$ cat src/hdl/bmp_blit_pkg.sv
// Shared types and constants for the BMP pixel stream blit unit.
// No dependencies; compiled first.
package bmp_blit_pkg;

    localparam int SCREEN_WIDTH  = 800;
    localparam int SCREEN_HEIGHT = 480;

    localparam int IDX_W   = 19;
    localparam int COLOR_W = 32;
    localparam int BYTE_W  = 8;
    localparam int CFG_IDX_W  = 3;
    localparam int CFG_DATA_W = 14;

    localparam int SX_W = (SCREEN_WIDTH  > 1) ? $clog2(SCREEN_WIDTH)  : 1;
    localparam int SY_W = (SCREEN_HEIGHT > 1) ? $clog2(SCREEN_HEIGHT) : 1;

    // 16-bit signed arithmetic is ample for the screen coordinates
    localparam int COORD_W = 16;

    typedef logic [CFG_IDX_W-1:0] cfg_idx_t;

    localparam cfg_idx_t CFG_ORIGIN_X     = 3'd0;
    localparam cfg_idx_t CFG_ORIGIN_Y     = 3'd1;
    localparam cfg_idx_t CFG_IMAGE_WIDTH  = 3'd2;
    localparam cfg_idx_t CFG_IMAGE_HEIGHT = 3'd3;
    localparam cfg_idx_t CFG_DEPTH_MODE   = 3'd4;

    localparam logic [1:0] PHASE_BLUE  = 2'd0;
    localparam logic [1:0] PHASE_GREEN = 2'd1;
    localparam logic [1:0] PHASE_RED   = 2'd2;
    localparam logic [1:0] PHASE_ALPHA = 2'd3;

    typedef struct packed {
        logic signed [12:0] origin_x;
        logic signed [12:0] origin_y;
        logic [12:0]        image_width;
        logic signed [13:0] image_height;
        logic               depth_mode;
    } cfg_t;

    typedef struct packed {
        logic [SX_W-1:0]    sx;
        logic [SY_W-1:0]    sy;
        logic [COLOR_W-1:0] color;
    } hit_t;

endpackage

$ cat src/hdl/bmp_blit_decode.sv
// Byte assembly, row/column counters, padding skip and screen clipping.
// Depends on bmp_blit_pkg.
module bmp_blit_decode import bmp_blit_pkg::*;
(
    input  logic              clk,
    input  logic              rst_n,
    input  cfg_t              cfg,
    input  logic              take,
    input  logic [BYTE_W-1:0] pixel_byte,
    output logic              hit_valid,
    output hit_t              hit
);

    logic [1:0]  byte_phase_reg,   byte_phase_next;
    logic [7:0]  blue_held_reg,    blue_held_next;
    logic [7:0]  green_held_reg,   green_held_next;
    logic [7:0]  red_held_reg,     red_held_next;
    logic [12:0] column_count_reg, column_count_next;
    logic [12:0] row_count_reg,    row_count_next;
    logic [1:0]  padding_left_reg, padding_left_next;

    logic               finish;
    logic [7:0]         alpha;
    logic [7:0]         red;
    logic [13:0]        abs_h;
    logic               h_pos;
    logic [COORD_W-1:0] sx;
    logic [COORD_W-1:0] sy;
    logic [COORD_W-1:0] ox_ext;
    logic [COORD_W-1:0] oy_ext;
    logic [COORD_W-1:0] h_ext;
    logic [COORD_W-1:0] row_ext;
    logic               visible;
    logic [13:0]        col_inc;
    logic [13:0]        row_inc;

    assign abs_h   = cfg.image_height[13] ? 14'(-cfg.image_height) : cfg.image_height;
    assign h_pos   = !cfg.image_height[13] && (cfg.image_height != 14'sd0);
    assign ox_ext  = {{(COORD_W-13){cfg.origin_x[12]}}, cfg.origin_x};
    assign oy_ext  = {{(COORD_W-13){cfg.origin_y[12]}}, cfg.origin_y};
    assign h_ext   = {{(COORD_W-14){cfg.image_height[13]}}, cfg.image_height};
    assign row_ext = {{(COORD_W-13){1'b0}}, row_count_reg};

    assign sx = {{(COORD_W-13){1'b0}}, column_count_reg} + ox_ext;
    assign sy = h_pos ? (h_ext - COORD_W'(1) - row_ext + oy_ext) : (row_ext + oy_ext);

    assign visible = (cfg.image_width != 13'd0) && (abs_h != 14'd0)
                   && !sx[COORD_W-1] && (sx < COORD_W'(SCREEN_WIDTH))
                   && !sy[COORD_W-1] && (sy < COORD_W'(SCREEN_HEIGHT));

    assign col_inc = {1'b0, column_count_reg} + 14'd1;
    assign row_inc = {1'b0, row_count_reg} + 14'd1;

    assign red   = (byte_phase_reg == PHASE_RED) ? pixel_byte : red_held_reg;
    assign alpha = (byte_phase_reg == PHASE_ALPHA) ? pixel_byte : 8'd0;

    always_comb
    begin
        finish = 1'b0;
        if (padding_left_reg == 2'd0)
        begin
            case (byte_phase_reg)
                PHASE_RED:   finish = !cfg.depth_mode;
                PHASE_ALPHA: finish = 1'b1;
                default:     finish = 1'b0;
            endcase
        end
    end

    always_comb
    begin
        byte_phase_next   = byte_phase_reg;
        blue_held_next    = blue_held_reg;
        green_held_next   = green_held_reg;
        red_held_next     = red_held_reg;
        column_count_next = column_count_reg;
        row_count_next    = row_count_reg;
        padding_left_next = padding_left_reg;
        if (take)
        begin
            if (padding_left_reg != 2'd0)
            begin
                padding_left_next = padding_left_reg - 2'd1;
            end
            else
            begin
                case (byte_phase_reg)
                    PHASE_BLUE:
                    begin
                        blue_held_next  = pixel_byte;
                        byte_phase_next = PHASE_GREEN;
                    end
                    PHASE_GREEN:
                    begin
                        green_held_next = pixel_byte;
                        byte_phase_next = PHASE_RED;
                    end
                    PHASE_RED:
                    begin
                        red_held_next   = pixel_byte;
                        byte_phase_next = cfg.depth_mode ? PHASE_ALPHA : PHASE_BLUE;
                    end
                    default:
                    begin
                        byte_phase_next = PHASE_BLUE;
                    end
                endcase
                if (finish)
                begin
                    if (col_inc >= {1'b0, cfg.image_width})
                    begin
                        column_count_next = 13'd0;
                        padding_left_next = cfg.depth_mode ? 2'd0 : cfg.image_width[1:0];
                        row_count_next    = (row_inc >= abs_h) ? 13'd0 : row_inc[12:0];
                    end
                    else
                    begin
                        column_count_next = col_inc[12:0];
                    end
                end
            end
        end
    end

    always_ff @(posedge clk or negedge rst_n)
    begin
        if (!rst_n)
        begin
            byte_phase_reg   <= PHASE_BLUE;
            blue_held_reg    <= 8'd0;
            green_held_reg   <= 8'd0;
            red_held_reg     <= 8'd0;
            column_count_reg <= 13'd0;
            row_count_reg    <= 13'd0;
            padding_left_reg <= 2'd0;
        end
        else
        begin
            byte_phase_reg   <= byte_phase_next;
            blue_held_reg    <= blue_held_next;
            green_held_reg   <= green_held_next;
            red_held_reg     <= red_held_next;
            column_count_reg <= column_count_next;
            row_count_reg    <= row_count_next;
            padding_left_reg <= padding_left_next;
        end
    end

    assign hit_valid = take && finish && visible;
    assign hit.sx    = sx[SX_W-1:0];
    assign hit.sy    = sy[SY_W-1:0];
    assign hit.color = {alpha, red, green_held_reg, blue_held_reg};

    // padding is only entered at a pixel boundary
    a_pad_phase: assert property (@(posedge clk) disable iff (!rst_n)
        padding_left_reg != 2'd0 |-> byte_phase_reg == PHASE_BLUE)
        else $error("padding outside pixel boundary");

endmodule

$ cat config.mk
export PLATFORM = sky130hd
export DESIGN_NAME = bmp_blit_decode
export DESIGN_NICKNAME = d
export VERILOG_FILES = /design/src/hdl/bmp_blit_pkg.sv /design/src/hdl/bmp_blit_decode.sv
export SDC_FILE = /design/constraint.sdc
export NUM_CORES = 1
export LEC_CHECK = 0
export BUFFER_PORTS_ARGS = -buffer_cell sky130_fd_sc_hd__buf_2
export CELL_PAD_IN_SITES_DETAIL_PLACEMENT = 1
export CELL_PAD_IN_SITES_GLOBAL_PLACEMENT = 2
export CORE_MARGIN = 1.5
export CORE_UTILIZATION = 36
export DETAILED_ROUTE_END_ITERATION = 10
export MAX_ROUTING_LAYER = met4
export PLACE_DENSITY_LB_ADDON = 0.3
export SLEW_MARGIN = 10
export SYNTH_ARGS = -nofsm -noshare
export SYNTH_HDL_FRONTEND = slang
export SYNTH_SLANG_ARGS = --single-unit
$ cat constraint.sdc
create_clock -name clk -period 9.7 [get_ports clk]
set_input_delay 1.455 -clock clk [delete_from_list [all_inputs] [get_ports clk]]
set_output_delay 1.455 -clock clk [all_outputs]
set_load 0.02 [all_outputs]
# --- After elaboration in Yosys (flattened, before gate mapping) ---
# Cells that the tools add are included.
classes:
  n_eq_ne: 3
  bitwise: 1
  reduce_logical: 26
  order_cmp: 4
  shift: 0
  n_mul: 0
  add_sub_neg: 9
  muxes: 14
  div_mod_pow: 0
op_table:
  columns: ["cell", "count"]
  rows:
  - ["14-bit by 13-bit adder with 15-bit output", 2]
  - ["13-bit by 1-bit adder with 14-bit output (second input constant)", 2]
  - ["14-bit nonzero test", 2]
  - ["13-bit 2-to-1 mux", 2]
  - ["16-bit adder", 1]
  - ["16-bit by 10-bit less-than comparator with 1-bit output (second input constant)", 1]
  - ["16-bit by 9-bit less-than comparator with 1-bit output (second input constant)", 1]
  - ["16-bit 2-to-1 mux", 1]
  - ["8-bit 2-to-1 mux", 2]
  - ["15-bit by 14-bit subtractor with 16-bit output", 1]
  - ["14-bit by 2-bit subtractor with 15-bit output (second input constant)", 1]
  - ["14-bit by 13-bit greater-or-equal comparator with 1-bit output", 1]
  - ["14-bit greater-or-equal comparator", 1]
  - ["14-bit 2-to-1 mux", 1]
  - ["14-bit negator", 1]
  - ["13-bit nonzero test", 1]
  - ["3-bit AND reduction", 4]
  - ["2-bit 2-to-1 mux", 5]
  - ["1-bit logical AND", 8]
  - ["2-bit case mux with 3 select lines", 1]
  - ["2-bit nonzero test", 3]
  - ["2-bit equality test (second input constant)", 2]
  - ["1-bit zero test", 4]
  - ["2-bit zero test", 2]
  - ["other kinds (7)", 7]
word_totals:
  ram_bits: 0
  mem_bits_ro: 0
  memories: 0
  word_cells: 64
  register_bits: 54
  output_inout_bits: 52
  latch_bits: 0
  input_bits: 65

# --- Depth between registers and ports, before layout ---
# Gate-level depths: netlist of run 1.
depth:
  depth_word: 9
  depth_mapped: 17
  ltp_nobuf: 16

# --- Worst setup path before layout of run 1 ---
# No wires, ideal clock.
synth_path:
  path_kind: "input port to output port"
  startpoint: "input port cfg[5] (netlist bit)"
  endpoint: "output port hit_valid"
  slack_ps: 3655
  n_path_buf: 1
  path_stages: 14
  t_required_ps: 8245
  arrival_ps: 4590
  path_cell_list: "buf_2 > inv_1 > fa_1 > inv_1 > ha_1 > nand2_1 > o21ai_0 > a211o_1 > nand2_1 > a221oi_1 > o2111ai_1 > or4_1 > nor4_1 > and4_1"
synth_via:
  elab_chain_cells: 9
  word_cells_on_any_way: 17
  classes_between: "add/sub: 4; order compare: 1; mux: 2; reduce/logical: 10"
synth_lines:
  columns: ["element", "line", "text"]
  rows:
  - ["start, declared", "bmp_blit_decode.sv:7", "input cfg_t cfg,"]
  - ["branches (longest 7 deep; another with 15-bit by 14-bit subtractor with 16-bit output)", null, null]
  - ["1-bit logical AND (*)", "bmp_blit_decode.sv:49", "&& !sy[COORD_W-1] && (sy < COORD_W'(SCREEN_HEIGHT));"]
  - ["1-bit logical AND (*)", "bmp_blit_decode.sv:149", "assign hit_valid = take && finish && visible;"]
  - ["end, declared", "bmp_blit_decode.sv:10", "output logic hit_valid,"]
# Mark *: on every way between the ends.

# --- Worst setup path in the final report of run 1 ---
layout_path:
  startpoint: "input port cfg[6] (netlist bit)"
  endpoint: "output port hit_valid"
# Same word-level chain as after synthesis.

==> metrics, run 1 <==
initial antenna violation count=0; crit-path cells=buf_2 > inv_1 > fa_1 > inv_1 > ha_1 > a2111oi_0 > o21ai_0 > a31oi_1 > xnor2_1 > o21ai_0 > nand4_1 > or4_1 > nor4_1 > and4_1 > buf_2; Tot GR Track Use=0.2144; slowest cell on the critical path=a2111oi_0; NumNets Final=1019; proportion of layout cells with a drive suffix above 1=0.1850; routed len/inst=17.12 um; DRT iter0 DRCs=264; maximum vdd ir drop=0.0001176 V; RSZ-0062 raised after global routing=false; first-pass GRT wire length=30.24 mm; Worst R2R Path Depth=17; Syn Area/Cell=8.161 um^2; Seq/Total Area, Yosys=0.2196; Max FO, Critical Path=7; Layout Skew=0.007354 ns; largest area contributor in the netlist=dfrtp_1; cell depth of the worst setup path=15; ranking of synthesized cells by area=dfrtp_1 (22%), ha_1 (15%), nand2_1 (5.6%); total wire length=18.58 mm; clock buffer depth=2; yosys synthesis warning count=0; clk sink count=54; count of cell types in the netlist=56; Tmin final=6.669 ns; Synth Flop Type=dfrtp_1; grt total ovfl=0; delay-heaviest family, CP=compound AO/OA/AOI/OAI gates; element type at the critical path end=output pin; Hold Path Origin=red_held_reg[2]; WHS=0.4765 ns; chip width=133.7 um; synthesis-to-finish area growth=15.80%; Slew Limit Fails=0; die area=17890 um^2; FMAX=149.9 MHz; max_slew headroom=0.2911; final hold viol count=0; DRC=0; # IOs=117; most frequent cells in the layout=buf_2 (116), nand2_1 (91), inv_1 (90); HPWL Detailed=15.48 mm; TritonCTS buffer count=5; Post-synth EDFFs=0; Core ar.=16640 um^2; GP Congestion=0.8549; leakage=3.604 nW; commonest non-fill, non-tap cell in the layout=buf_2; worst slew pin tran=1.050 ns; outcome=finished, final reports clean; DRT Pass-1 Iters=4; P per Cell Area=153.0 nW/um^2; final setup vio count=0; Buf+Inv Stages, Crit Path=4; Hold Path Depth=2; Cells after Synth=754; Die H=133.7 um; postcts setup bufs=0; Final Cycle Share=0.6876; Clock transition at path regs=0.06 ns; row count=47; post-DR vias/cell=5.448; Mapped Area=6153 um^2; Hold Buf Count CTS=0; Data required, critical path=8.25 ns; clock latency on the worst-skew pair=0.30 ns; # diodes=0; Seq cells post-synth=54; TNS Setup=0 ns; Initial Util=0.3697; CP max stage delay=0.56 ns; antenna viol nets, final=0; Root Driver=clkbuf_16; post-synth top area share=0.2196; CP arrival=5.21 ns; asr flop ratio synth=1.000; vias in the first global route=6063; Max-Cap Viols=0; worst min path class=register to register; H-tree levels=2; CTS resizes=0; pin count of the biggest net entering global routing=55; Startpoint Class=input pin; IO Port Bufs=116; reg-to-reg startpoint=column_count_reg[0]; CP Launch Point=cfg[6]; routed via count=5911; post-layout util=0.4282; syn_nets=909; CTS tree=done; Setup CP Type=input pin to output pin
==> power by group <==
part | total [mW] | switching (mW) | internal (mW)
registers | 0.336 | 0.0508 | 0.285
logic | 0.569 | 0.341 | 0.228
clock network | 0.185 | 0.0827 | 0.103
total | 1.09 | 0.475 | 0.616
==> final timing paths <==
path                                             to  slack [ns]
worst max-delay path                      hit_valid        3.03
worst min-delay path                red_held_reg[2]        0.48
worst max register to register     row_count_reg[1]        5.11
worst min register to register      red_held_reg[2]        0.48
max in group asynchronous          row_count_reg[5]        7.93
min in group asynchronous       column_count_reg[3]        1.28
==> per-stage QoR <==
stage / setup WS [ns] / power, mW / area [um^2] / std cells
after floorplan: 3.655 / 0.7221 / 6153 / 754
after detailed placement: 3.053 / 0.9149 / 6973 / 1077
after global placement: 3.164 / 0.8874 / 6973 / 1077
after CTS: 3.053 / 1.105 / 7121 / 1085
after global routing: 2.586 / 1.170 / 7126 / 1085
final: 3.031 / 1.090 / 7126 / 1085
==> cell families (layout without fill, tap and decap cells) <==
logic type,count (synthesis),after routing,synth area share
AOI/OAI and AO/OA,179,179,0.1883
xor gates and xnor gates,61,61,0.08682
adders and majority gates,90,90,0.2025
buffers and inverters,107,218,0.06568
DFF,54,54,0.2196
muxes,28,28,0.05043
and+or+nand+nor,235,235,0.1867
==> cells in the mapped netlist (all sizes together) (7+ instances only) <==
cell    number
a21oi       32
dfrtp       54
nor2b        7
clkbuf      14
ha          74
a21o        18
a31oi        7
fa          16
o21ai       56
nand2b      11
xor2        22
inv         90
nor4         8
o31ai       11
and3        12
nor3        15
nand3       21
xnor2       39
a211oi       7
mux2        24
nand2       91
nor2        35
nand4        7
==> worst register-to-register path: stages, from the launching register on <==
cell	delay [ns]
dfrtp_1	0.49
ha_1	0.28
and3_1	0.21
and3_1	0.26
nand3_1	0.23
nor2_1	0.19
xor2_1	0.24
ha_1	0.28
a21o_1	0.18
a21o_1	0.17
a221oi_1	0.23
o31ai_1	0.12
a41oi_1	0.48
buf_4	0.30
nor2_1	0.09
o311ai_0	0.31
buf_4	0.31
o21ai_0	0.09
==> per-layer routing <==
metal,global-route usage,part of all wire,vias to the layer above
met4,0.03804,0.012,0
met1,0.2679,0.45,2886
met5,-,0,-
met3,0.02397,0.031,23
met2,0.3766,0.51,111
li1,-,-,2891
==> layout make-up <==
cell class | instances | area (um^2)
fillers | 2104 | 9517
multi-input cells | 593 | 4403
flip-flops and latches | 54 | 1351
repair buffers | 120 | 610.6
inverters | 90 | 337.8
well taps | 220 | 275.3
clock buffers | 7 | 142.6
clock inverters | 1 | 5.005
(Power assumes the default switching activity.)
==> run 2: changes to the inputs <==
Settings changed: CORE_UTILIZATION 36 to 30.
Clock period 9.7 ns to 5.36 ns, I/O delays scaled along.
==> metrics, run 2 (synthesis gave the netlist of run 1 again) <==
total placed cells including tap cells=1139 (was 1077); Tmin final=5.112 ns; Placed Area=7133 um^2 (was 6973 um^2); FMAX=195.6 MHz; CP max stage delay=0.55 ns (was 0.56 ns); IO Port Bufs=116 (unchanged); Data required, critical path=4.56 ns (was 8.25 ns); final instance area=7360 um^2 (was 7126 um^2); DRT iter0 DRCs=176 (was 264); Die H=146.2 um (was 133.7 um); CP arrival=4.31 ns (was 5.21 ns); post-DR vias/cell=5.020 (was 5.448); TritonCTS buffer count=5 (unchanged); first-pass GRT wire length=30.04 mm (was 30.24 mm); clk sink count=54 (unchanged); TNS Setup=0 ns (unchanged); grt total ovfl=0 (unchanged); leakage=3.670 nW (was 3.604 nW); maximum vdd ir drop=0.0001745 V (was 0.0001176 V); P per Cell Area=269.6 nW/um^2 (was 153.0 nW/um^2); Core ar.=20170 um^2 (was 16640 um^2); most frequent cells in the layout=buf_2 (116), nand2_1 (91), inv_1 (90) (unchanged); total wire length=18.19 mm (was 18.58 mm); Worst R2R Path Depth=16 (was 17); DRT Pass-1 Iters=4 (unchanged); GP Congestion=0.8344 (was 0.8549); synthesis-to-finish area growth=19.60% (was 15.80%); clock buffer depth=2 (unchanged); final setup vio count=0 (unchanged); commonest non-fill, non-tap cell in the layout=buf_2 (unchanged); initial antenna violation count=0 (unchanged); # IOs=117 (unchanged); post-layout util=0.3649 (was 0.4282); Clk pwr share=0.169 (was 0.170); Worst Hold Endpoint=red_held_reg[5] (was red_held_reg[2]); filler instances=2508 (was 2104); Hold Path Depth=2 (unchanged); Non-Filler Instances=1147 (was 1085); Max-Cap Viols=0 (unchanged); Comb power frac=0.527 (was 0.522); row count=52 (was 47); NumNets Final=1031 (was 1019); Slew Limit Fails=0 (unchanged); switch share=0.4374 (was 0.4352); vias in the first global route=5833 (was 6063); Hold Path Origin=red_held_reg[5] (was red_held_reg[2]); reg-to-reg startpoint=column_count_reg[0] (unchanged); Root Driver=clkbuf_16 (unchanged); worst slew pin tran=0.9136 ns (was 1.050 ns); clock latency on the worst-skew pair=0.29 ns (was 0.30 ns); reg2reg end=row_count_reg[11] (was row_count_reg[1]); postcts setup bufs=0 (unchanged); max_slew headroom=0.3899 (was 0.2911); routed len/inst=15.86 um (was 17.12 um); reg2reg setup slack=1.31 ns (was 5.11 ns); final hold viol count=0 (unchanged); Max FO, Critical Path=5 (was 7); outcome=finished, final reports clean (unchanged); element type at the critical path end=output pin (unchanged); internal power component=1.117 mW (was 0.6159 mW); # diodes=0 (unchanged); pin count of the biggest net entering global routing=55 (unchanged); Setup CP Type=input pin to output pin (unchanged); Initial Util=0.3051 (was 0.3697); routed via count=5758 (was 5911); proportion of layout cells with a drive suffix above 1=0.2064 (was 0.1850); switching pwr=0.8679 mW (was 0.4745 mW); Final Cycle Share=0.9538; slowest cell on the critical path=fa_1 (was a2111oi_0); H-tree levels=2 (unchanged); Tot GR Track Use=0.1753 (was 0.2144); HPWL Detailed=15.24 mm (was 15.48 mm); sequential power share=0.304 (was 0.308); Layout Skew=0.006178 ns (was 0.007354 ns); DRC=0 (unchanged); crit-path cells=buf_2 > inv_1 > fa_1 > inv_1 > ha_1 > fa_2 > a21oi_4 > o21ai_0 > a21oi_1 > xor2_1 > or3_1 > a221oi_1 > or4_1 > nor4_2 > and4_1 > buf_2 (was buf_2 > inv_1 > fa_1 > inv_1 > ha_1 > a2111oi_0 > o21ai_0 > a31oi_1 > xnor2_1 > o21ai_0 > nand4_1 > or4_1 > nor4_1 > and4_1 > buf_2); Startpoint Class=input pin (unchanged); chip width=146.2 um (was 133.7 um); die area=21380 um^2 (was 17890 um^2); CTS tree=done (unchanged); Hold Buf Count CTS=0 (unchanged); worst min path class=register to register (unchanged); antenna viol nets, final=0 (unchanged); Clock transition at path regs=0.07 ns (was 0.06 ns)
## run 2: how the worst max path moves through the flow
stage,from,cells past startpoint,slack [ns],endpoint
6_report,cfg[2],16,0.25,hit_valid
2_1_floorplan,cfg[5],14,0.62,hit_valid
4_1_cts,cfg[2],16,0.03,hit_valid
5_1_grt,cfg[2],16,-0.006,hit_valid
3_3_place_gp,cfg[2],16,0.1,hit_valid
3_5_place_dp,cfg[2],16,0.05,hit_valid
## run 2: layout make-up
type                    count  area (um^2)  area share
multi-input cells         593         4481      0.6088
flip-flops and latches     54         1351      0.1836
repair buffers            132        700.7     0.09521
inverters                  90        337.8     0.04590
well taps                 270        337.8     0.04590
clock buffers               5        125.1     0.01700
clock inverters             3        26.28    0.003570
## run 2: what timing repair did
action / CTS / global route
setup endpoints to repair: 0 / 1
hold endpoints to repair: 0 / 0
gates resized for setup: 0 / 15
## run 2: critical path, delay by kind of cell
kind | cells | cell delay [ns]
adders and majority gates | 3 | 1.21
AOI/OAI and AO/OA | 4 | 0.55
and+or+nand+nor | 4 | 1.15
buffers and inverters | 4 | 0.40
xor gates and xnor gates | 1 | 0.19
## run 2: routing by layer
layer | vias up | share of wire | global-route usage
met5 | - | 0 | -
met4 | 0 | 0.0041 | 0.01818
met1 | 2789 | 0.48 | 0.2321
met2 | 68 | 0.49 | 0.2991
met3 | 4 | 0.024 | 0.01781
li1 | 2897 | - | -
## run 2: power by group through the flow
| stage | Sequential (mW) | Combinational, mW | Clock [mW] |
|---|---|---|---|
| floorplan | 0.661 | 0.646 | 0 |
| global placement | 0.607 | 1.03 | 0 |
| detailed placement | 0.614 | 1.04 | 0 |
| CTS | 0.606 | 1.04 | 0.348 |
| global route | 0.626 | 1.15 | 0.361 |
| finish | 0.603 | 1.05 | 0.335 |
## run 2: metrics by stage
stage	power, mW	setup slack, ns	hold slack (ns)
after floorplan	1.307	0.6168	0.4419
after global placement	1.637	0.09503	0.4571
after detailed placement	1.655	0.05443	0.4635
after CTS	1.998	0.03215	0.4830
after global routing	2.135	-0.006195	0.5045
final	1.984	0.2477	0.4783
